File: config.mk
export PLATFORM = sky130hd
export DESIGN_NAME = scc_front
export DESIGN_NICKNAME = d
export VERILOG_FILES = /design/src/rtl/shoreline_cell_classifier_macros.svh /design/src/rtl/scc_pkg.sv /design/src/rtl/scc_front.sv
export SDC_FILE = /design/constraint.sdc
export NUM_CORES = 1
export LEC_CHECK = 0
export BUFFER_PORTS_ARGS = -buffer_cell sky130_fd_sc_hd__buf_2
export CAP_MARGIN = 20
export CORE_MARGIN = 1
export CORE_UTILIZATION = 45
export DETAILED_ROUTE_END_ITERATION = 12
export PLACE_DENSITY_LB_ADDON = 0.25
export SLEW_MARGIN = 30
export SYNTH_ARGS = -nofsm -noshare
export SYNTH_HDL_FRONTEND = slang
export SYNTH_SLANG_ARGS = --single-unit
File: constraint.sdc
create_clock -name clk -period 4.2 [get_ports clk]
set_input_delay 1.05 -clock clk [delete_from_list [all_inputs] [get_ports clk]]
set_output_delay 1.05 -clock clk [all_outputs]
set_load 0.1 [all_outputs]
File: src/rtl/shoreline_cell_classifier_macros.svh
// assertion macros for the shoreline cell classifier
`ifndef SHORELINE_CELL_CLASSIFIER_MACROS_SVH
`define SHORELINE_CELL_CLASSIFIER_MACROS_SVH

// condition must hold in the same cycle
`define SCC_ASSERT_NOW(label, ante, cons, msg) \
    label: assert property (@(posedge clk) disable iff (!rst_n) (ante) |-> (cons)) \
        else $error(msg);

// condition must hold in the cycle after
`define SCC_ASSERT_NEXT(label, ante, cons, msg) \
    label: assert property (@(posedge clk) disable iff (!rst_n) (ante) |=> (cons)) \
        else $error(msg);

`endif

File: src/rtl/scc_pkg.sv
// shared constants, types and helpers of the shoreline cell classifier
package scc_pkg;

    localparam int MAX_WIDTH  = 1024;
    localparam int MAX_HEIGHT = 4096;
    localparam int DEPTH_BITS = 16;

    localparam int CFG_W     = 16;
    localparam int CFG_IDX_W = 2;
    localparam int GW_W      = 11;
    localparam int GH_W      = 13;
    localparam int COL_W     = $clog2(MAX_WIDTH);
    localparam int ROW_W     = $clog2(MAX_HEIGHT);
    localparam int PEND_W    = $clog2(MAX_WIDTH + 3);
    localparam int CMP_W     = PEND_W + 1;

    localparam int RING_AW    = $clog2(MAX_WIDTH) + 2;
    localparam int RING_DEPTH = 1 << RING_AW;

    localparam logic [CFG_IDX_W-1:0] CFG_THRESHOLD = 2'd0;
    localparam logic [CFG_IDX_W-1:0] CFG_WIDTH     = 2'd1;
    localparam logic [CFG_IDX_W-1:0] CFG_HEIGHT    = 2'd2;

    typedef enum logic [1:0] {
        CLS_LAND  = 2'd0,
        CLS_WATER = 2'd1,
        CLS_COAST = 2'd2,
        CLS_EDGE  = 2'd3
    } scc_class_t;

    typedef logic [RING_AW-1:0] ring_addr_t;

    typedef struct packed {
        logic             valid;
        logic [ROW_W-1:0] row;
        logic [COL_W-1:0] col;
        logic             frame_end;
        logic             top_edge;
        logic             bottom_edge;
        logic             left_edge;
        logic             right_edge;
        logic             nw_from_ram;
        logic             nw_fixed;
        logic             ne_fixed;
    } scc_stage_t;

    typedef struct packed {
        logic       we;
        ring_addr_t waddr;
        logic [1:0] wabove;
        logic       wland;
        logic       re;
        ring_addr_t above_addr;
        ring_addr_t self_addr;
        ring_addr_t below_addr;
    } scc_ram_req_t;

    function automatic logic [GW_W-1:0] clamp_width(input logic [GW_W-1:0] v);
        logic [GW_W-1:0] res;
        res = v;
        if (v == '0)
        begin
            res = GW_W'(1);
        end
        else if (v > GW_W'(MAX_WIDTH))
        begin
            res = GW_W'(MAX_WIDTH);
        end
        return res;
    endfunction

    function automatic logic [GH_W-1:0] clamp_height(input logic [GH_W-1:0] v);
        logic [GH_W-1:0] res;
        res = v;
        if (v == '0)
        begin
            res = GH_W'(1);
        end
        else if (v > GH_W'(MAX_HEIGHT))
        begin
            res = GH_W'(MAX_HEIGHT);
        end
        return res;
    endfunction

endpackage

File: src/rtl/scc_front.sv
// configuration, land compare, ring pointers, position counters and first stage register
module scc_front import scc_pkg::*; (
    input  logic                         clk,
    input  logic                         rst_n,
    input  logic                         cfg_we,
    input  logic [CFG_IDX_W-1:0]         cfg_index,
    input  logic [CFG_W-1:0]             cfg_data,
    input  logic                         accept,
    input  logic signed [DEPTH_BITS-1:0] depth_sample,
    input  logic                         drain,
    input  logic                         stage_take,
    output scc_ram_req_t                 ram_req,
    output scc_stage_t                   stage,
    output logic                         pend_empty
);

    logic signed [DEPTH_BITS-1:0] thr_reg, thr_next;
    logic [GW_W-1:0]              width_reg, width_next;
    logic [GH_W-1:0]              height_reg, height_next;
    ring_addr_t                   wr_ptr_reg, wr_ptr_next;
    ring_addr_t                   rd_ptr_reg, rd_ptr_next;
    logic [PEND_W-1:0]            pend_reg, pend_next;
    logic [COL_W-1:0]             ocol_reg, ocol_next;
    logic [ROW_W-1:0]             orow_reg, orow_next;
    logic [1:0]                   hist_reg, hist_next;
    scc_stage_t                   stage_reg, stage_next;

    logic land;
    logic top_edge;
    logic bottom_edge;
    logic left_edge;
    logic right_edge;
    logic pend_full;
    logic nw_arrived;
    logic emit;

    assign land        = depth_sample >= thr_reg;
    assign top_edge    = orow_reg == '0;
    assign left_edge   = ocol_reg == '0;
    assign right_edge  = (GW_W'(ocol_reg) + GW_W'(1)) >= width_reg;
    assign bottom_edge = (GH_W'(orow_reg) + GH_W'(1)) >= height_reg;
    assign pend_full   = CMP_W'(pend_reg) > CMP_W'(width_reg);
    assign nw_arrived  = CMP_W'(pend_reg) >= CMP_W'(width_reg);
    assign pend_empty  = pend_reg == '0;
    assign emit        = drain ? !pend_empty : pend_full;

    always_comb
    begin
        ram_req.we         = accept && !drain;
        ram_req.waddr      = wr_ptr_reg;
        ram_req.wabove     = {land, hist_reg[1]};
        ram_req.wland      = land;
        ram_req.re         = accept;
        ram_req.above_addr = rd_ptr_reg - ring_addr_t'(width_reg) + ring_addr_t'(1);
        ram_req.self_addr  = rd_ptr_reg;
        ram_req.below_addr = rd_ptr_reg + ring_addr_t'(width_reg) - ring_addr_t'(1);
    end

    always_comb
    begin
        thr_next    = thr_reg;
        width_next  = width_reg;
        height_next = height_reg;
        wr_ptr_next = wr_ptr_reg;
        rd_ptr_next = rd_ptr_reg;
        pend_next   = pend_reg;
        ocol_next   = ocol_reg;
        orow_next   = orow_reg;
        hist_next   = hist_reg;
        stage_next  = stage_reg;

        if (accept)
        begin
            if (!drain)
            begin
                wr_ptr_next = wr_ptr_reg + ring_addr_t'(1);
                hist_next   = {hist_reg[0], land};
                if (!emit)
                begin
                    pend_next = pend_reg + PEND_W'(1);
                end
            end
            else if (emit)
            begin
                pend_next = pend_reg - PEND_W'(1);
            end

            if (emit)
            begin
                rd_ptr_next = rd_ptr_reg + ring_addr_t'(1);
                if (right_edge)
                begin
                    ocol_next = '0;
                    orow_next = bottom_edge ? '0 : orow_reg + ROW_W'(1);
                end
                else
                begin
                    ocol_next = ocol_reg + COL_W'(1);
                end
            end

            stage_next.valid       = emit;
            stage_next.row         = orow_reg;
            stage_next.col         = ocol_reg;
            stage_next.frame_end   = bottom_edge && right_edge;
            stage_next.top_edge    = top_edge;
            stage_next.bottom_edge = bottom_edge;
            stage_next.left_edge   = left_edge;
            stage_next.right_edge  = right_edge;
            stage_next.nw_from_ram = drain && nw_arrived;
            stage_next.nw_fixed    = !drain && hist_reg[1];
            stage_next.ne_fixed    = !drain && land;
        end
        else if (stage_take)
        begin
            stage_next.valid = 1'b0;
        end

        // geometry writes restart the frame and drop pending cells
        if (cfg_we)
        begin
            unique case (cfg_index)
                CFG_THRESHOLD:
                begin
                    thr_next = cfg_data[DEPTH_BITS-1:0];
                end
                CFG_WIDTH:
                begin
                    width_next  = clamp_width(cfg_data[GW_W-1:0]);
                    ocol_next   = '0;
                    orow_next   = '0;
                    pend_next   = '0;
                    rd_ptr_next = wr_ptr_reg;
                end
                CFG_HEIGHT:
                begin
                    height_next = clamp_height(cfg_data[GH_W-1:0]);
                    ocol_next   = '0;
                    orow_next   = '0;
                    pend_next   = '0;
                    rd_ptr_next = wr_ptr_reg;
                end
                default:
                begin
                end
            endcase
        end
    end

    always_ff @(posedge clk or negedge rst_n)
    begin
        if (!rst_n)
        begin
            thr_reg    <= '0;
            width_reg  <= GW_W'(MAX_WIDTH);
            height_reg <= GH_W'(MAX_HEIGHT);
            wr_ptr_reg <= '0;
            rd_ptr_reg <= '0;
            pend_reg   <= '0;
            ocol_reg   <= '0;
            orow_reg   <= '0;
            hist_reg   <= '0;
            stage_reg  <= '0;
        end
        else
        begin
            thr_reg    <= thr_next;
            width_reg  <= width_next;
            height_reg <= height_next;
            wr_ptr_reg <= wr_ptr_next;
            rd_ptr_reg <= rd_ptr_next;
            pend_reg   <= pend_next;
            ocol_reg   <= ocol_next;
            orow_reg   <= orow_next;
            hist_reg   <= hist_next;
            stage_reg  <= stage_next;
        end
    end

    assign stage = stage_reg;

endmodule

==> key figures, run 1 <==
Outcome
  • Status: finished with violations
  • Failing checks: negative setup slack

Timing
  • Max Transition Viols Final: 0
  • Period Utilization, post-route: 1.010
  • RSZ-0062 raised after global routing: yes
  • Final min period: 4.240 ns
  • Final hold violation count: 0
  • Slew Limit Headroom: 0.4089
  • Slew of the pin with the lowest slew margin: 0.8846 ns
  • Sum of negative setup slack: -0.04029 ns
  • Peak Freq: 235.8 MHz
  • Final setup margin: -0.04029 ns
  • Final clock skew: 0.009171 ns
  • Setup violations, final: 1

Logic synthesis
  • EDFF count, synth: 0
  • Syn Inst Count: 915
  • Unique cell type count in the Yosys netlist: 70
  • Ys flop type: dfrtp_1
  • Area share of the leading cell type in the synthesized netlist: 0.3649
  • Syn avg cell area: 9.594 um^2
  • Synth top cells by count: 128 x dfrtp_1, 104 x ha_1, 104 x inv_1
  • Largest area contributor in the netlist: dfrtp_1
  • Most frequent cell after synthesis: dfrtp_1
  • Yosys reg bits: 130
  • Ys Warns: 0
  • Synth Net Count: 1061
  • Largest cells by area after synthesis: dfrtp_1 36%, ha_1 15%, mux2_2 5.1%
  • Cell Area, Synth: 8778 um^2
  • Register area share after synthesis: 0.3709
  • Ys async rst share: 1.000

Die
  • Core Region: 18890 um^2
  • Die area: 20070 um^2
  • Placement Rows: 50
  • # IOs: 125
  • Starting Density: 0.4646
  • Die X: 141.7 um
  • Chip height: 141.7 um

GRT
  • First-pass GRT wire length: 34040 um
  • GR Util All Layers: 0.2190
  • Pin count of the biggest net entering global routing: 78
  • Vias in the first global route: 6744
  • Initial antenna violation count: 0
  • Grt ovf: 0

Clocking
  • CTS clk-pin slew, worst paths: 0.06 ns
  • CTS Buf Count: 17
  • Worst-Skew Late Latency: 0.43 ns
  • CTS Sinks: 130
  • CTS tree: built
  • Clock Tree Buf Depth: 2
  • CTS root buf: clkbuf_16
  • H-tree Lvls: 4
  • CTS Hold Bufs: 0

Critical path
  • CP Data Arrival Time: 3.19 ns
  • Crit path launch type: flip-flop
  • Worst endpoint required time: 3.15 ns
  • Crit Path Category: flip-flop to output port
  • CP max FO: 3
  • FF-to-FF path depth: 12
  • R2r endpoint: orow_reg[1]
  • R2r startpoint: orow_reg[0]
  • Reg2reg setup slack: 0.68 ns
  • Worst setup EP type: output port

Min path
  • Cell depth of the worst min-delay path: 2
  • WHS Endpoint: stage[30]
  • Tightest Hold Check Type: flip-flop to flip-flop
  • Hold_sp: stage[30]

Finish
  • Fin cells: 1323
  • Antenna cells: 0
  • Final Cell Area: 10980 um^2
  • Layout cells sized above 1: 0.2935
  • Nets: 1196
  • Largest register FFs: 31
  • Synthesis-to-finish area growth: 25.09%

Routing
  • Pre-antenna DRT Iters: 5
  • Wire length per cell: 16.24 um
  • Via Count: 7226
  • Detailed-route wire length: 21480 um
  • Vias per cell: 5.462
  • Drt first-iter violations: 487
  • DRT antenna net count: 0
  • # DRC: 0

Placement
  • DP Wirelength: 15500 um
  • Placed inst area: 10040 um^2
  • Dpl cells: 1270
  • Global placement routability congestion: 0.8576
  • IO buf count: 124

Flow run
  • MaxCap Viol Count: 0
## how the worst max path moves through the flow
stage | end | depth (start not counted) | from | slack [ns]
6_report | ram_req[34] | 13 | rd_ptr_reg[1] | -0.04
5_1_grt | ram_req[34] | 13 | rd_ptr_reg[1] | -0.15
4_1_cts | ram_req[11] | 14 | rd_ptr_reg[1] | -0.01
3_5_place_dp | ram_req[10] | 13 | rd_ptr_reg[2] | 0.15
3_3_place_gp | ram_req[34] | 12 | rd_ptr_reg[2] | 0.17
2_1_floorplan | ram_req[11] | 13 | rd_ptr_reg[1] | -0.32
## cells by family after synthesis
logic type | Yosys count | share of synthesized area
AO/OA/AOI/OAI | 171 | 0.1378
adder cells (fa/ha/maj) | 107 | 0.1539
XOR/XNOR | 63 | 0.06286
flip-flops | 130 | 0.3709
buffers and inverters | 146 | 0.06870
AND/OR/NAND/NOR | 257 | 0.1534
multiplexers | 41 | 0.05245
## cell usage in the layout (no fill, tap or decap), types with 5 or more instances in the layout
cell type	synthesis	final
buf_4	6	32
xnor2_2	0	5
a21o_1	10	10
inv_1	104	94
mux2_2	40	40
clkbuf_16	0	17
xnor2_4	0	5
dfrtp_1	128	122
nor3b_1	5	5
nand4_1	15	15
a21oi_1	31	27
buf_2	2	112
nor4_1	18	16
a22o_1	13	13
nor2b_1	9	7
ha_4	0	6
ha_1	104	98
o22ai_1	5	5
a31oi_1	6	6
nor2_1	41	40
inv_2	0	6
xor2_1	21	19
nand3_1	24	24
buf_12	0	12
a32o_1	12	12
nor3_1	18	17
o21ai_1	6	6
or2_2	5	5
and3_1	15	15
xnor2_1	42	32
o21ai_2	1	7
nand2b_1	12	12
nand2_1	70	70
o21ai_0	43	37
inv_6	0	5
## layer usage
| layer | track usage | routed length [um] | vias to the layer above |
|---|---|---|---|
| li1 | - | - | 3486 |
| met1 | 0.2858 | 9639 | 3524 |
| met2 | 0.3728 | 10600 | 196 |
| met3 | 0.04286 | 1005 | 20 |
| met4 | 0.05433 | 238 | 0 |
| met5 | 0 | 0 | - |
## metrics by stage
step / hold WS [ns] / worst slack (ns) / utilization
global placement: 0.4591 / 0.1699 / 0.5307
finish: 0.4712 / -0.04029 / 0.5812
detailed placement: 0.4675 / 0.1471 / 0.5312
floorplan: 0.4386 / -0.3189 / -
CTS: 0.4809 / -0.01337 / 0.5725
global route: 0.5058 / -0.1491 / 0.5812
## worst max-delay path: stages, from the launching register on
cell and delay [ns]:
dfrtp_4 0.49, inv_4 0.08, buf_6 0.09, ha_4 0.12
inv_2 0.04, ha_4 0.22, a21o_1 0.19, a21oi_2 0.19
o21ai_2 0.10, a2111o_1 0.44, a31o_2 0.27, a21oi_4 0.20
xnor2_4 0.15, buf_12 0.19
## cell type report
type                       count  area, um^2
multi-input combinational    639        5314
clock buffer                  18       439.2
fill                        1649        7913
timing repair buffer         158        1064
clock inverter                14       167.7
sequential                   130        3271
tap                          260       325.3
inverter                     104       400.4
## timing repair
| item | 4_1_cts | 5_1_grt |
|---|---|---|
| setup buffers | 11 | 10 |
| endpoints found under the setup margin | 8 | 9 |
| pin swaps | 17 | 28 |
| gates resized for setup | 29 | 21 |
Power of run 1 is left out: the tool's default activity adds up to more than one toggle a clock period on the data nets, which glitch-free logic cannot reach.
==> inputs of run 2 (changes only) <==
- BUFFER_PORTS_ARGS: -buffer_cell sky130_fd_sc_hd__buf_2 -> not set
- CORE_ASPECT_RATIO: not set -> 0.5
- DONT_BUFFER_PORTS: not set -> 1
- clock period: 4.2 -> 4.8 ns (I/O delays scaled with it)
==> key figures, run 2 (synthesis gave the netlist of run 1 again) <==
Outcome
  • Status: completed

Finish
  • Most common cell after layout, fill and taps aside: dfrtp_1
  • Synthesis-to-finish area growth: 16.12%
  • Antenna cells: 0 (unchanged)
  • Largest register FFs: 31 (unchanged)
  • Commonest non-fill, non-tap cells in the layout: 120 x dfrtp_1, 103 x ha_1, 101 x inv_1
  • Layout cells sized above 1: 0.1837 (-0.1098)
  • Nets: 1080 (-9.7%)
  • Final Cell Area: 10190 um^2 (-7.2%)

GRT
  • M1 GR Usage: 0.3031 (+0.01729)
  • Met2 Use GR: 0.3750 (+0.002171)
  • Pin count of the biggest net entering global routing: 131 (+68%)
  • Grt ovf: 0 (unchanged)
  • Initial antenna violation count: 0 (unchanged)
  • GR Util All Layers: 0.2269 (+0.007899)
  • First-pass GRT wire length: 35520 um (+4.4%)
  • GRT met3 Usage: 0.04182 (-0.001042)
  • Vias in the first global route: 6802 (+0.86%)
  • Gr busiest metal: met2

Critical path
  • Worst setup EP type: output port
  • Reg2reg setup slack: 1.13 ns (+0.45 ns)
  • CP max FO: 5 (+2)
  • Crit Path Category: flip-flop to output port
  • CP max-delay cell: a2111o_1
  • FF-to-FF path depth: 13 (+1)
  • CP Data Arrival Time: 3.40 ns (+0.21 ns)
  • R2r endpoint: orow_reg[11]
  • R2r startpoint: orow_reg[0]
  • Crit path launch type: flip-flop
  • Worst endpoint required time: 3.60 ns (+0.45 ns)
  • CP Cell Sequence: inv_1 -> ha_2 -> inv_1 -> ha_1 -> a21o_1 -> a21oi_2 -> o21ai_1 -> a2111o_1 -> a31o_2 -> a21oi_2 -> xnor2_2 -> buf_12
  • Largest stage delay, worst path: 0.45 ns (-0.04 ns)

Die
  • Die X: 199.5 um (+41%)
  • Core Region: 18740 um^2 (-0.79%)
  • Die area: 20100 um^2 (+0.17%)
  • Chip height: 100.8 um (-29%)
  • Starting Density: 0.4684 (+0.003722)
  • # IOs: 125 (unchanged)
  • Placement Rows: 35 (-30%)

Routing
  • Wire length per cell: 17.80 um (+9.6%)
  • DRT antenna net count: 0 (unchanged)
  • Via Count: 6699 (-7.3%)
  • Detailed-route wire length: 21470 um (about the same)
  • Vias per cell: 5.555 (+1.7%)
  • Pre-antenna DRT Iters: 4 (-1)
  • Drt first-iter violations: 439 (-9.9%)
  • # DRC: 0 (unchanged)

Placement
  • Global placement routability congestion: 0.8947 (+4.3%)
  • DP Wirelength: 15850 um (+2.3%)
  • Placed inst area: 9475 um^2 (-5.6%)
  • IO buf count: 0 (-100%)

Timing
  • Setup violations, final: 0 (-1)
  • Period Utilization, post-route: 0.9593
  • Peak Freq: 217.2 MHz
  • Slew Limit Headroom: 0.3284 (-0.08047)
  • Final min period: 4.605 ns
  • Final clock skew: 0.01355 ns (+0.004376 ns)
  • Final hold violation count: 0 (unchanged)
  • Slew of the pin with the lowest slew margin: 1.007 ns (+0.1229 ns)
  • RSZ-0062 raised after global routing: no
  • Max Transition Viols Final: 0 (unchanged)

Clocking
  • Worst-Skew Late Latency: 0.42 ns (about the same)
  • Clock Tree Buf Depth: 2 (unchanged)
  • CTS Hold Bufs: 0 (unchanged)
  • CTS tree: built
  • CTS Buf Count: 17 (unchanged)
  • CTS root buf: clkbuf_16
  • CTS clk-pin slew, worst paths: 0.07 ns (about the same)
  • CTS Sinks: 130 (unchanged)
  • H-tree Lvls: 4 (unchanged)

Min path
  • Hold_sp: hist_reg[0]
  • Tightest Hold Check Type: flip-flop to flip-flop
  • WHS Endpoint: hist_reg[1]
  • Cell depth of the worst min-delay path: 2 (unchanged)

Flow run
  • MaxCap Viol Count: 0 (unchanged)
-- run 2: cell type report --
class | count | area [um^2]
fill | 1659 | 8549
multi-input combinational | 639 | 5105
sequential | 130 | 3266
timing repair buffer | 42 | 440.4
clock buffer | 19 | 432.9
inverter | 104 | 390.4
tap | 259 | 324.1
clock inverter | 13 | 235.2
-- run 2: worst max-delay path, delay by kind of cell (launching register included) --
| kind | cells | cell delay, ns |
|---|---|---|
| adder cells (fa/ha/maj) | 2 | 0.68 |
| buffers and inverters | 3 | 0.36 |
| XOR/XNOR | 1 | 0.15 |
| AO/OA/AOI/OAI | 6 | 1.39 |
| flip-flops | 1 | 0.40 |
-- run 2: repair_timing --
action                                  in CTS  in global routing
setup buffers                                0                  1
cloned                                       0                  0
endpoints found under the setup margin       4                  6
pin swaps                                    0                  2
gates resized for setup                      5                 11
-- run 2: layer usage --
layer  share of wire  up-vias
met5               0        -
met4           0.013        0
met3           0.052       30
met2            0.47      141
met1            0.46     3268
li1                -     3260
-- run 2: through the flow --
stage          hold WS, ns    util  TNS [ns]  setup slack, ns  std cells
2_1_floorplan       0.4386       -   -0.4491          -0.3202        915
3_3_place_gp        0.4501  0.5054         0           0.3987       1173
3_5_place_dp        0.4594  0.5055         0           0.3320       1173
4_1_cts             0.4626  0.5419         0          0.03006       1205
5_1_grt             0.4582  0.5439         0        0.0009055       1206
6_report            0.4706  0.5439         0           0.1953       1206
-- run 2: how the worst max path moves through the flow --
stage                  start           to  slack, ns  cells after the start
4_1_cts        rd_ptr_reg[2]  ram_req[10]       0.03                     12
5_1_grt        rd_ptr_reg[2]  ram_req[10]     0.0009                     12
3_3_place_gp   rd_ptr_reg[2]  ram_req[10]       0.40                     12
6_report       rd_ptr_reg[2]  ram_req[34]       0.20                     12
2_1_floorplan  rd_ptr_reg[3]  ram_req[11]      -0.32                     11
3_5_place_dp   rd_ptr_reg[2]  ram_req[10]       0.33                     12
Power of run 2 is left out for the same reason.
