**config.mk**
```make
export PLATFORM = sky130hd
export DESIGN_NAME = scc_classify
export DESIGN_NICKNAME = d
export VERILOG_FILES = /design/src/rtl/shoreline_cell_classifier_macros.svh /design/src/rtl/scc_pkg.sv /design/src/rtl/scc_classify.sv
export SDC_FILE = /design/constraint.sdc
export NUM_CORES = 1
export LEC_CHECK = 0
export BUFFER_PORTS_ARGS = -buffer_cell sky130_fd_sc_hd__buf_2
export CAP_MARGIN = 30
export CORE_MARGIN = 2
export CORE_UTILIZATION = 35
export CTS_BUF_LIST = sky130_fd_sc_hd__clkbuf_4 sky130_fd_sc_hd__clkbuf_8 sky130_fd_sc_hd__clkbuf_16
export CTS_CLUSTER_DIAMETER = 60
export DETAILED_ROUTE_END_ITERATION = 7
export PLACE_DENSITY = 0.79
export SETUP_SLACK_MARGIN = 0.4
export SYNTH_ARGS = -nofsm -noshare
export SYNTH_HDL_FRONTEND = slang
export SYNTH_SLANG_ARGS = --single-unit
```
**constraint.sdc**
```tcl
create_clock -name clk -period 4.5 [get_ports clk]
set_input_delay 0.45 -clock clk [delete_from_list [all_inputs] [get_ports clk]]
set_output_delay 0.45 -clock clk [all_outputs]
set_load 0.05 [all_outputs]
```
**src/rtl/shoreline_cell_classifier_macros.svh**
```systemverilog
// assertion macros for the shoreline cell classifier
`ifndef SHORELINE_CELL_CLASSIFIER_MACROS_SVH
`define SHORELINE_CELL_CLASSIFIER_MACROS_SVH

// condition must hold in the same cycle
`define SCC_ASSERT_NOW(label, ante, cons, msg) \
    label: assert property (@(posedge clk) disable iff (!rst_n) (ante) |-> (cons)) \
        else $error(msg);

// condition must hold in the cycle after
`define SCC_ASSERT_NEXT(label, ante, cons, msg) \
    label: assert property (@(posedge clk) disable iff (!rst_n) (ante) |=> (cons)) \
        else $error(msg);

`endif

```
**src/rtl/scc_pkg.sv**
```systemverilog
// shared constants, types and helpers of the shoreline cell classifier
package scc_pkg;

    localparam int MAX_WIDTH  = 1024;
    localparam int MAX_HEIGHT = 4096;
    localparam int DEPTH_BITS = 16;

    localparam int CFG_W     = 16;
    localparam int CFG_IDX_W = 2;
    localparam int GW_W      = 11;
    localparam int GH_W      = 13;
    localparam int COL_W     = $clog2(MAX_WIDTH);
    localparam int ROW_W     = $clog2(MAX_HEIGHT);
    localparam int PEND_W    = $clog2(MAX_WIDTH + 3);
    localparam int CMP_W     = PEND_W + 1;

    localparam int RING_AW    = $clog2(MAX_WIDTH) + 2;
    localparam int RING_DEPTH = 1 << RING_AW;

    localparam logic [CFG_IDX_W-1:0] CFG_THRESHOLD = 2'd0;
    localparam logic [CFG_IDX_W-1:0] CFG_WIDTH     = 2'd1;
    localparam logic [CFG_IDX_W-1:0] CFG_HEIGHT    = 2'd2;

    typedef enum logic [1:0] {
        CLS_LAND  = 2'd0,
        CLS_WATER = 2'd1,
        CLS_COAST = 2'd2,
        CLS_EDGE  = 2'd3
    } scc_class_t;

    typedef logic [RING_AW-1:0] ring_addr_t;

    typedef struct packed {
        logic             valid;
        logic [ROW_W-1:0] row;
        logic [COL_W-1:0] col;
        logic             frame_end;
        logic             top_edge;
        logic             bottom_edge;
        logic             left_edge;
        logic             right_edge;
        logic             nw_from_ram;
        logic             nw_fixed;
        logic             ne_fixed;
    } scc_stage_t;

    typedef struct packed {
        logic       we;
        ring_addr_t waddr;
        logic [1:0] wabove;
        logic       wland;
        logic       re;
        ring_addr_t above_addr;
        ring_addr_t self_addr;
        ring_addr_t below_addr;
    } scc_ram_req_t;

    function automatic logic [GW_W-1:0] clamp_width(input logic [GW_W-1:0] v);
        logic [GW_W-1:0] res;
        res = v;
        if (v == '0)
        begin
            res = GW_W'(1);
        end
        else if (v > GW_W'(MAX_WIDTH))
        begin
            res = GW_W'(MAX_WIDTH);
        end
        return res;
    endfunction

    function automatic logic [GH_W-1:0] clamp_height(input logic [GH_W-1:0] v);
        logic [GH_W-1:0] res;
        res = v;
        if (v == '0)
        begin
            res = GH_W'(1);
        end
        else if (v > GH_W'(MAX_HEIGHT))
        begin
            res = GH_W'(MAX_HEIGHT);
        end
        return res;
    endfunction

endpackage

```
**src/rtl/scc_classify.sv**
```systemverilog
// neighborhood decision and output register
module scc_classify import scc_pkg::*; (
    input  logic             clk,
    input  logic             rst_n,
    input  scc_stage_t       stage,
    input  logic [1:0]       above_rd,
    input  logic             self_rd,
    input  logic             below_rd,
    input  logic             out_ready,
    output logic             out_valid,
    output logic [1:0]       cell_class,
    output logic [ROW_W-1:0] row_index,
    output logic [COL_W-1:0] column_index,
    output logic             frame_end,
    output logic             stage_take
);

    logic             out_valid_reg, out_valid_next;
    scc_class_t       class_reg;
    logic [ROW_W-1:0] row_reg;
    logic [COL_W-1:0] col_reg;
    logic             fend_reg;

    scc_class_t cls;
    logic       below_nw;

    assign stage_take = stage.valid && (!out_valid_reg || out_ready);
    assign below_nw   = stage.nw_from_ram ? below_rd : stage.nw_fixed;

    // neighbors visited nw, ne above, then nw, ne below; last write wins
    always_comb
    begin
        cls = CLS_WATER;
        if (self_rd)
        begin
            cls = CLS_LAND;
        end
        else
        begin
            if (stage.top_edge || stage.left_edge)
            begin
                cls = CLS_EDGE;
            end
            else
            begin
                if (above_rd[0])
                begin
                    cls = CLS_COAST;
                end
                if (stage.right_edge)
                begin
                    cls = CLS_EDGE;
                end
                else if (above_rd[1])
                begin
                    cls = CLS_COAST;
                end
            end

            if (stage.bottom_edge || stage.left_edge)
            begin
                cls = CLS_EDGE;
            end
            else
            begin
                if (below_nw)
                begin
                    cls = CLS_COAST;
                end
                if (stage.right_edge)
                begin
                    cls = CLS_EDGE;
                end
                else if (stage.ne_fixed)
                begin
                    cls = CLS_COAST;
                end
            end
        end
    end

    always_comb
    begin
        out_valid_next = out_valid_reg;
        if (stage_take)
        begin
            out_valid_next = 1'b1;
        end
        else if (out_ready)
        begin
            out_valid_next = 1'b0;
        end
    end

    always_ff @(posedge clk or negedge rst_n)
    begin
        if (!rst_n)
        begin
            out_valid_reg <= 1'b0;
        end
        else
        begin
            out_valid_reg <= out_valid_next;
        end
    end

    always_ff @(posedge clk)
    begin
        if (stage_take)
        begin
            class_reg <= cls;
            row_reg   <= stage.row;
            col_reg   <= stage.col;
            fend_reg  <= stage.frame_end;
        end
    end

    assign out_valid    = out_valid_reg;
    assign cell_class   = class_reg;
    assign row_index    = row_reg;
    assign column_index = col_reg;
    assign frame_end    = fend_reg;

endmodule

```
==> impl_results.md, run 1 <==
* Outcome: finished clean
* Yosys top cell by area: sky130_fd_sc_hd__edfxtp_1
* Synthesis-stage register bit count at 26
* PwrDens at 375.4 nW/um2
* Worst setup path category: reg2out
* Nature of the critical path endpoint: output port
* Net switching power figure at 0.0001252 W
* Die Span X at 53.31 um
* Proportion of total power due to net switching at 26.61%
* Avg Vias per Cell at 4.474
* Most frequent cells in the layout: 64 x sky130_fd_sc_hd__buf_2, 25 x sky130_fd_sc_hd__edfxtp_1, 4 x sky130_fd_sc_hd__clkbuf_4, 2 x sky130_fd_sc_hd__nand2b_1
* Max Slew Vio Count at 0
* DR WL/cell at 12.15 um
* Initial antenna violation count at 0
* Clock slew at the register clock pins of the worst setup and hold paths at 120 ps
* Reported leakage power at 0.5519 nW
* Length of routed met3 wiring at 205 um
* First-pass GRT wire length at 2.290 mm
* Instance count of the mapped netlist at 37
* Sink Count at 26
* Flip-flop count of the largest register after layout at 12
* Largest net degree at the start of global routing at 27
* Endpoint required time on the critical path at 4050 ps
* Count of input and output buffers at 64
* Sum of overflow across all layers after global routing at 0
* Final setup violation count at 0
* Top Ports at 65
* Synthesized net count at 75
* Proportion of power drawn by combinational gates at 18.5%
* Clock tree from TritonCTS: done
* Sum of routed wire length over all layers at 1.640 mm
* Type of element launching the critical path: flip-flop
* Max-slew headroom at the worst pin at 79.47%
* Number of vias in the routed layout at 604
* CP max FO at 26
* Clock tree root buffer cell: sky130_fd_sc_hd__clkbuf_4
* Post-synthesis cell area at 850.8 um2
* Fin Clk Skew at 1.298 ps
* Layout cell share with drive strength beyond 1 at 65.42%
* Final Wtd Congestion at 0.5878
* Setup TNS at 0 ps
* Drc violations at 0
* Most area-consuming cells after synthesis: sky130_fd_sc_hd__edfxtp_1 88%, sky130_fd_sc_hd__dfrtp_1 2.9%, sky130_fd_sc_hd__nand2b_1 1.5%
* Final cycle utilization of the critical path at 44.09%
* Via count of the first global-routing pass at 565
* Clock network power share at 21.2%
* Maximum Capacitance Violations at 0
* Unrepaired setup endpoints after global routing: no
* DRT met1 WL at 649 um
* Number of rows created at floorplan at 17
* DR pass1 iterations at 4
* HPWL after detailed placement at 1.320 mm
* Final number of hold-violating endpoints at 0
* Post-route minimum period at 1984 ps
* Source of the worst register-to-register timing path: out_valid$_DFFE_PN0P_
* Worst slew pin tran at 307.9 ps
* Largest voltage drop on the vdd net at 0.1653 mV
* Per-instance average area after synthesis at 23.00 um2
* Nets at 146
* Highest achievable clock rate at 504.0 MHz
* Path class of the lowest-slack min-delay path: in2reg
* Part of the Yosys area used for sequential elements at 91.18%
* DR iter-0 viols at 3
* Total Routing Usage GR at 11.94%
* CTS Buffer Depth at 2
* Yosys synthesis warning count at 0
* Clock latency on the worst-skew pair at 300 ps
* Post-synthesis to final-layout area growth at 47.35%
* Effective utilization at floorplan at 37.74%
* Number of buffers added by the clock tree synthesis step at 3
* Most frequent standard cell in the layout excluding fill and tap cells: sky130_fd_sc_hd__buf_2
* Part of the power in registers at 60.4%
* Core box area at 2255 um2
* Post-synth cell types at 12
* Detail Route met2 WL at 766 um
* Post-cts sizing count at 0
* Internal Pwr Total at 0.0003454 W
* Antenna diode count at 0
* Filler instances at 207
* Remaining number of nets flagged by the antenna check after routing at 0
* Die height at 53.31 um
* Hold Startpoint: stage[23]
* Share of the synthesized area in the top cell type at 88.24%
* Highest metal used: met4
* Total setup buffers inserted after CTS at 0
* Count of hold-fix buffers inserted at cts at 1
* Start point of the critical path: out_valid$_DFFE_PN0P_
* Floorplan die area at 2841 um2
* Worst hold margin at 313.8 ps
* Number of levels in the clock H-tree at 1
* Arrival time of data at the critical path endpoint at 1530 ps
[critical path, stage by stage, from the launching register on]
cell and delay, ps:
sky130_fd_sc_hd__dfrtp_1 400, sky130_fd_sc_hd__nand2b_1 80, sky130_fd_sc_hd__and2_1 120, sky130_fd_sc_hd__buf_4 300, sky130_fd_sc_hd__buf_2 330
[through the flow]
| stage | worst slack (ps) | area (um2) | utilization (%) | instances | total power [W] |
|---|---|---|---|---|---|
| finish | 2516 | 1254 | 55.60 | 135 | 0.0004707 |
| global route | 2417 | 1254 | 55.60 | 135 | 0.0004914 |
| CTS | 2480 | 1254 | 55.60 | 135 | 0.0004780 |
| detailed placement | 2656 | 1214 | 53.83 | 130 | 0.0003770 |
| global placement | 2683 | 1214 | 53.83 | 130 | 0.0003747 |
| floorplan | 2357 | 850.8 | - | 37 | 0.0003468 |
[path summary, 6_finish.rpt]
path	endpoint	slack, ps	cells past startpoint
max	stage_take	2520	4
min	row_index[5]$_DFFE_PP_	310	1
max reg2reg	column_index[4]$_DFFE_PP_	3290	3
min reg2reg	out_valid$_DFFE_PN0P_	520	2
max in group asynchronous	out_valid$_DFFE_PN0P_	3980	2
min in group asynchronous	out_valid$_DFFE_PN0P_	440	2
[power groups by stage]
stage | logic [W] | clock network, W | registers, W
after floorplan | 0.0000105 | 0 | 0.000336
after global placement | 0.0000856 | 0 | 0.000289
after detailed placement | 0.0000872 | 0 | 0.000290
after CTS | 0.0000880 | 0.000106 | 0.000284
after global routing | 0.0000915 | 0.000114 | 0.000286
final | 0.0000871 | 0.0000996 | 0.000284
[cell type report]
| type | instances | area (um2) | share of cell area, % |
|---|---|---|---|
| flip-flops and latches | 26 | 775.7 | 61.88 |
| repair buffers | 66 | 337.8 | 26.95 |
| multi-input cells | 11 | 75.07 | 5.988 |
| well taps | 28 | 35.03 | 2.794 |
| clock buffers | 4 | 30.03 | 2.395 |
[Yosys cell counts]
master / number
sky130_fd_sc_hd__nor2_1: 1
sky130_fd_sc_hd__o21ba_2: 1
sky130_fd_sc_hd__dfrtp_1: 1
sky130_fd_sc_hd__nor2b_1: 1
sky130_fd_sc_hd__nand2b_1: 2
sky130_fd_sc_hd__a211o_1: 1
sky130_fd_sc_hd__a211oi_1: 1
sky130_fd_sc_hd__and2_1: 1
sky130_fd_sc_hd__nor3b_1: 1
sky130_fd_sc_hd__edfxtp_1: 25
sky130_fd_sc_hd__nand3b_1: 1
sky130_fd_sc_hd__nor3_1: 1
[cell families (layout without fill, tap and decap cells)]
kind of cell,after synthesis,count (layout),synth area share [%]
simple gates,8,8,5.736
buf+inv,0,70,0
flops,26,26,91.18
compound gates,3,3,3.089
[routing by layer]
layer  GRT usage (%)  vias to the layer above
met3           3.672                        2
met5               0                        -
li1                -                      285
met2           21.60                       47
met1           11.44                      270
met4           7.692                        0
Power figures use the tool's default switching activity.
==> run 2: changes to the inputs <==
clock period = 1.9 ns   (was 4.5 ns; I/O delays follow)
==> run 2 against run 1 <==
Net effect: cell area up 2.4%; sequential power up 140%; flip-flop and latch count unchanged; highest routed layer unchanged; sequential share of layout area down 1.4 points; largest cell class unchanged; global-route usage down 0.77 points; critical path type unchanged; core utilization up 1.3 points; critical endpoint unchanged; largest power group unchanged; power up 140%.
==> impl_results.md, run 2 (synthesis gave the netlist of run 1 again) <==
* Die Span X at 53.31 um (unchanged)
* Clock slew at the register clock pins of the worst setup and hold paths at 130 ps (was 120 ps)
* Outcome: finished clean (unchanged)
* Worst hold margin at 48.66 ps (was 313.8 ps)
* Area post-placement at 1216 um2 (was 1214 um2)
* Number of vias in the routed layout at 589 (was 604)
* Type of element launching the critical path: flip-flop (unchanged)
* Number of buffers added by the clock tree synthesis step at 3 (unchanged)
* Nature of the critical path endpoint: output port (unchanged)
* Clock tree from TritonCTS: done (unchanged)
* Final Wtd Congestion at 0.6235 (was 0.5878)
* Post-synthesis to final-layout area growth at 50.88% (was 47.35%)
* Die height at 53.31 um (unchanged)
* Max-slew headroom at the worst pin at 79.95% (was 79.47%)
* Maximum Capacitance Violations at 0 (unchanged)
* HPWL after detailed placement at 1.367 mm (was 1.320 mm)
* Max Slew Vio Count at 0 (unchanged)
* Clock latency on the worst-skew pair at 300 ps (about the same)
* Flip-flop count of the largest register after layout at 12 (unchanged)
* Number of rows created at floorplan at 17 (unchanged)
* DR iter-0 viols at 5 (was 3)
* Effective utilization at floorplan at 37.74% (unchanged)
* Most frequent standard cell in the layout excluding fill and tap cells: sky130_fd_sc_hd__buf_2 (unchanged)
* Fin Clk Skew at 6.318 ps (was 1.298 ps)
* Drc violations at 0 (unchanged)
* Setup TNS at 0 ps (unchanged)
* Final WS setup at 607.2 ps (was 2516 ps)
* Nets at 148 (was 146)
* Largest voltage drop on the vdd net at 0.4487 mV (was 0.1653 mV)
* Layout cell share with drive strength beyond 1 at 66.97% (was 65.42%)
* Final setup violation count at 0 (unchanged)
* Unrepaired setup endpoints after global routing: no (unchanged)
* Top Ports at 65 (unchanged)
* Final cycle utilization of the critical path at 68.04%
* Floorplan die area at 2841 um2 (unchanged)
* Remaining number of nets flagged by the antenna check after routing at 0 (unchanged)
* Count of input and output buffers at 64 (unchanged)
* Arrival time of data at the critical path endpoint at 1100 ps (was 1530 ps)
* Utilization of the core after routing at 56.94% (was 55.60%)
* Total Routing Usage GR at 11.17% (was 11.94%)
* Core box area at 2255 um2 (unchanged)
* DR WL/cell at 11.99 um (was 12.15 um)
* Largest net degree at the start of global routing at 15 (was 27)
* Sum of routed wire length over all layers at 1.642 mm (was 1.640 mm)
* Final number of hold-violating endpoints at 0 (unchanged)
* Sum of overflow across all layers after global routing at 0 (unchanged)
* CP max FO at 3 (was 26)
* DR pass1 iterations at 4 (unchanged)
* Post-route minimum period at 1293 ps
* Via count of the first global-routing pass at 505 (was 565)
* Most frequent cells in the layout: 63 x sky130_fd_sc_hd__buf_2, 25 x sky130_fd_sc_hd__edfxtp_1, 3 x sky130_fd_sc_hd__clkbuf_4, 3 x sky130_fd_sc_hd__buf_4, 2 x sky130_fd_sc_hd__nand2b_1 (was 64 x sky130_fd_sc_hd__buf_2, 25 x sky130_fd_sc_hd__edfxtp_1, 4 x sky130_fd_sc_hd__clkbuf_4, 2 x sky130_fd_sc_hd__nand2b_1)
* Antenna diode count at 0 (unchanged)
* Worst setup path category: reg2out (unchanged)
* PwrDens at 892.0 nW/um2 (was 375.4 nW/um2)
* Worst slew pin tran at 298.5 ps (was 307.9 ps)
* Path class of the lowest-slack min-delay path: in2reg (unchanged)
* Highest achievable clock rate at 773.5 MHz
* Clock tree root buffer cell: sky130_fd_sc_hd__clkbuf_4 (unchanged)
* Endpoint required time on the critical path at 1710 ps (was 4050 ps)
* Final instance area at 1284 um2 (was 1254 um2)
* CTS Buffer Depth at 2 (unchanged)
* Avg Vias per Cell at 4.299 (was 4.474)
* Initial antenna violation count at 0 (unchanged)
* Placement Setup Slack at 634.3 ps (was 2656 ps)
* Reported leakage power at 0.5682 nW (was 0.5519 nW)
* Number of levels in the clock H-tree at 1 (unchanged)
* First-pass GRT wire length at 2.139 mm (was 2.290 mm)
* Sink Count at 26 (unchanged)
## run 2: final timing paths
| kind | depth (start not counted) | end | slack [ps] | from |
|---|---|---|---|---|
| hold reg to reg | 2 | out_valid$_DFFE_PN0P_ | 540 | out_valid$_DFFE_PN0P_ |
| setup / recovery | 3 | stage_take | 610 | out_valid$_DFFE_PN0P_ |
| min in group asynchronous | 2 | out_valid$_DFFE_PN0P_ | 170 | rst_n |
| max in group asynchronous | 2 | out_valid$_DFFE_PN0P_ | 1640 | rst_n |
| hold / removal | 1 | column_index[1]$_DFFE_PP_ | 50 | stage[9] |
| setup reg to reg | 4 | column_index[7]$_DFFE_PP_ | 630 | out_valid$_DFFE_PN0P_ |
## run 2: routing by layer
layer	GRT usage, %	share of wire, %	vias up
li1	-	-	288
met1	11.30	36	254
met2	19.14	48	45
met3	4.520	15	2
met4	6.410	0.73	0
met5	0	0	-
## run 2: repair_timing
item | CTS | global route
endpoints found under the setup margin | 1 | 1
pin swaps | 0 | 1
endpoints found under the hold margin | 1 | 0
hold buffers | 1 | 0
gates resized for setup | 1 | 1
buffers inserted | 0 | 2
## run 2: through the flow
step,power (W),cells
after floorplan,0.0008218,37
after global placement,0.0008902,130
after detailed placement,0.0008945,130
after CTS,0.001154,135
after global routing,0.001201,137
final,0.001145,137
## run 2: power by group
group          total (W)  switching (W)  internal (W)
registers       0.000673     0.00000716      0.000666
logic           0.000214       0.000151     0.0000630
clock network   0.000259       0.000142      0.000117
## run 2: final cells by class
cell class,count,area [um2]
tap,28,35.03
timing repair buffer,68,359.1
clock buffer,4,36.28
multi-input combinational,11,77.57
sequential,26,775.7
fill,188,970.9
## run 2: critical path, cell delays in order (launching register included)
cell and delay, ps:
sky130_fd_sc_hd__dfrtp_1 400, sky130_fd_sc_hd__nand2b_1 90, sky130_fd_sc_hd__and2_4 160, sky130_fd_sc_hd__buf_6 150
==> run 3: changes to the inputs <==
CORE_UTILIZATION = 34   (was 35)
PLACE_DENSITY = 0.8   (was 0.79)
clock period = 1.1 ns   (was 1.9 ns; I/O delays follow)
==> run 3 against run 2 <==
Net effect: the run now ends with negative setup slack left; via count grew 21%; core utilization grew 16 points; power grew 83%; clock power grew 39%; hold slack lost 27 ps; sequential power grew 75%; sequential share of layout area shrank 17 points; worst setup slack lost 770 ps; die area grew 2.7%; combinational power grew to 2.6 times the previous value; count of clock-buffer cells in the layout shrank 1; cell count grew 20%.
==> impl_results.md, run 3 (synthesis gave the netlist of run 1 again) <==
* Final WS setup at -167.3 ps (was 607.2 ps)
* Net switching power figure at 0.0005505 W (was 0.0002998 W)
* Core box area at 2432 um2 (was 2255 um2)
* CTS Buffer Depth at 2 (unchanged)
* Most frequent standard cell in the layout excluding fill and tap cells: sky130_fd_sc_hd__buf_2 (unchanged)
* Type of element launching the critical path: flip-flop (unchanged)
* Largest voltage drop on the vdd net at 0.6873 mV (was 0.4487 mV)
* Die height at 54.03 um (was 53.31 um)
* Final instance area at 1769 um2 (was 1284 um2)
* Highest achievable clock rate at 789.1 MHz
* Avg Vias per Cell at 4.309 (was 4.299)
* Endpoint required time on the critical path at 990 ps (was 1710 ps)
* DR pass1 iterations at 4 (unchanged)
* DR iter-0 viols at 3 (was 5)
* Placement Setup Slack at -74.49 ps (was 634.3 ps)
* Clock slew at the register clock pins of the worst setup and hold paths at 110 ps (was 130 ps)
* Utilization of the core after routing at 72.74% (was 56.94%)
* Total Routing Usage GR at 15.28% (was 11.17%)
* Path class of the lowest-slack min-delay path: in2reg (unchanged)
* Clock tree from TritonCTS: done (unchanged)
* Capture instance of the worst register-to-register path: row_index[8]$_DFFE_PP_ (was column_index[7]$_DFFE_PP_)
* Fin Clk Skew at 5.692 ps (was 6.318 ps)
* Initial antenna violation count at 0 (unchanged)
* Reported leakage power at 0.7776 nW (was 0.5682 nW)
* Remaining number of nets flagged by the antenna check after routing at 0 (unchanged)
* Part of the power in registers at 56.4% (was 58.7%)
* Number of buffers added by the clock tree synthesis step at 3 (unchanged)
* Number of instances on the worst hold path at 2 (was 1)
* Area post-placement at 1269 um2 (was 1216 um2)
* Number of rows created at floorplan at 18 (was 17)
* Proportion of power drawn by combinational gates at 26.4% (was 18.7%)
* Max Slew Vio Count at 0 (unchanged)
* Final cycle utilization of the critical path at 115.2%
* Sum of overflow across all layers after global routing at 0 (unchanged)
* Number of vias in the routed layout at 711 (was 589)
* Filler instances at 147 (was 188)
* Max-slew headroom at the worst pin at 86.37% (was 79.95%)
* Sink Count at 26 (unchanged)
* CP max FO at 3 (unchanged)
* Setup crit end: stage_take (unchanged)
* Final Wtd Congestion at 0.6103 (was 0.6235)
* Drc violations at 0 (unchanged)
* Count of input and output buffers at 64 (unchanged)
* Violated checks: negative setup slack
* Final number of hold-violating endpoints at 0 (unchanged)
* Cells on worst reg2reg path at 4 (unchanged)
* Antenna diode count at 0 (unchanged)
* Top Ports at 65 (unchanged)
* Nets at 174 (was 148)
* Worst slew pin tran at 203.2 ps (was 298.5 ps)
* Largest net degree at the start of global routing at 15 (unchanged)
* Final setup violation count at 27 (was 0)
* Post-synthesis to final-layout area growth at 107.9% (was 50.88%)
* Post-route minimum period at 1267 ps
* Via count of the first global-routing pass at 724 (was 505)
* Internal Pwr Total at 0.001543 W (was 0.0008453 W)
* Start point of the critical path: out_valid$_DFFE_PN0P_ (unchanged)
* Unrepaired setup endpoints after global routing: yes (was no)
* Number of levels in the clock H-tree at 1 (unchanged)
* Clock latency on the worst-skew pair at 290 ps (was 300 ps)
* Setup slack on the worst flop-to-flop path at -150 ps (was 630 ps)
* Proportion of total power due to net switching at 26.29% (was 26.18%)
* Nature of the critical path endpoint: output port (unchanged)
* Floorplan die area at 2919 um2 (was 2841 um2)
* Maximum Capacitance Violations at 0 (unchanged)
* Setup TNS at -2951 ps (was 0 ps)
* Sum of routed wire length over all layers at 2.450 mm (was 1.642 mm)
* Source of the worst register-to-register timing path: out_valid$_DFFE_PN0P_ (unchanged)
* Clock tree root buffer cell: sky130_fd_sc_hd__clkbuf_4 (unchanged)
* Final std cells w/o fill at 165 (was 137)
* Clock network power share at 17.2% (was 22.6%)
* Flip-flop count of the largest register after layout at 12 (unchanged)
* Effective utilization at floorplan at 34.98% (was 37.74%)
* HPWL after detailed placement at 1.421 mm (was 1.367 mm)
* PwrDens at 1184 nW/um2 (was 892.0 nW/um2)
* Layout cell share with drive strength beyond 1 at 57.78% (was 66.97%)
* DR WL/cell at 14.85 um (was 11.99 um)
* Outcome: finished, violations left (was finished clean)
* Arrival time of data at the critical path endpoint at 1160 ps (was 1100 ps)
* Dpl cells at 133 (was 130)
* First-pass GRT wire length at 3.001 mm (was 2.139 mm)
* Worst setup path category: reg2out (unchanged)
* Die Span X at 54.03 um (was 53.31 um)
* Most frequent cells in the layout: 36 x sky130_fd_sc_hd__buf_2, 28 x sky130_fd_sc_hd__buf_6, 25 x sky130_fd_sc_hd__edfxtp_1, 21 x sky130_fd_sc_hd__dlygate4sd3_1 (was 63 x sky130_fd_sc_hd__buf_2, 25 x sky130_fd_sc_hd__edfxtp_1, 3 x sky130_fd_sc_hd__clkbuf_4, 3 x sky130_fd_sc_hd__buf_4, 2 x sky130_fd_sc_hd__nand2b_1)
## run 3: changes by cell type in the layout (fill, tap and decap cells not counted), moves of 2 or more
cell,change
sky130_fd_sc_hd__buf_2,-27
sky130_fd_sc_hd__buf_6,+27
sky130_fd_sc_hd__dlygate4sd3_1,+20
sky130_fd_sc_hd__dlymetal6s4s_1,+3
sky130_fd_sc_hd__buf_12,+2
sky130_fd_sc_hd__buf_8,+2
## run 3: critical path, cell delays in order, from the launching register on
cell and delay [ps]:
sky130_fd_sc_hd__dfrtp_2 420, sky130_fd_sc_hd__nand2b_1 110, sky130_fd_sc_hd__and2_4 190, sky130_fd_sc_hd__buf_8 150
## run 3: repair_timing
action	CTS	global route
hold buffers	24	0
setup buffers	3	1
resized for setup	55	8
hold endpoints to repair	24	0
endpoints found under the setup margin	52	56
pin swaps	1	0
## run 3: through the flow
step	total power, W	hold slack, ps
floorplan	0.001422	-185.6
global placement	0.001562	-115.5
detailed placement	0.001572	-112.1
CTS	0.002086	14.25
global route	0.002167	14.00
finish	0.002094	21.45
## run 3: final cells by class
| type | instances | area, um2 | area share, % |
|---|---|---|---|
| Timing Repair Buffer | 94 | 828.3 | 46.82 |
| Sequential cell | 26 | 777.0 | 43.92 |
| Multi-Input combinational cell | 11 | 100.1 | 5.658 |
| Tap cell | 30 | 37.54 | 2.122 |
| Clock buffer | 3 | 22.52 | 1.273 |
| Clock inverter | 1 | 3.754 | 0.2122 |
## run 3: how the worst min path moves through the flow
stage                         start                     to  slack (ps)
after floorplan               rst_n  out_valid$_DFFE_PN0P_        -190
after global placement        rst_n  out_valid$_DFFE_PN0P_        -120
after detailed placement      rst_n  out_valid$_DFFE_PN0P_        -110
after CTS                 stage[30]  out_valid$_DFFE_PN0P_          10
after global routing      stage[30]  out_valid$_DFFE_PN0P_          10
final                     stage[30]  out_valid$_DFFE_PN0P_          20
## run 3: routing by layer
layer | global-route usage (%) | up-vias | share of wire (%)
met5 | 0 | - | 0
met4 | 6.250 | 0 | 0.90
met3 | 1.944 | 2 | 9.4
met2 | 30.49 | 49 | 52
met1 | 15.69 | 319 | 37
li1 | - | 341 | -
## run 3: power groups by stage
stage / registers, W / clock network [W] / logic [W]
detailed placement: 0.00119 / 0 / 0.000386
CTS: 0.00118 / 0.000380 / 0.000529
global placement: 0.00118 / 0 / 0.000378
floorplan: 0.00137 / 0 / 0.0000473
finish: 0.00118 / 0.000360 / 0.000553
global route: 0.00119 / 0.000405 / 0.000577
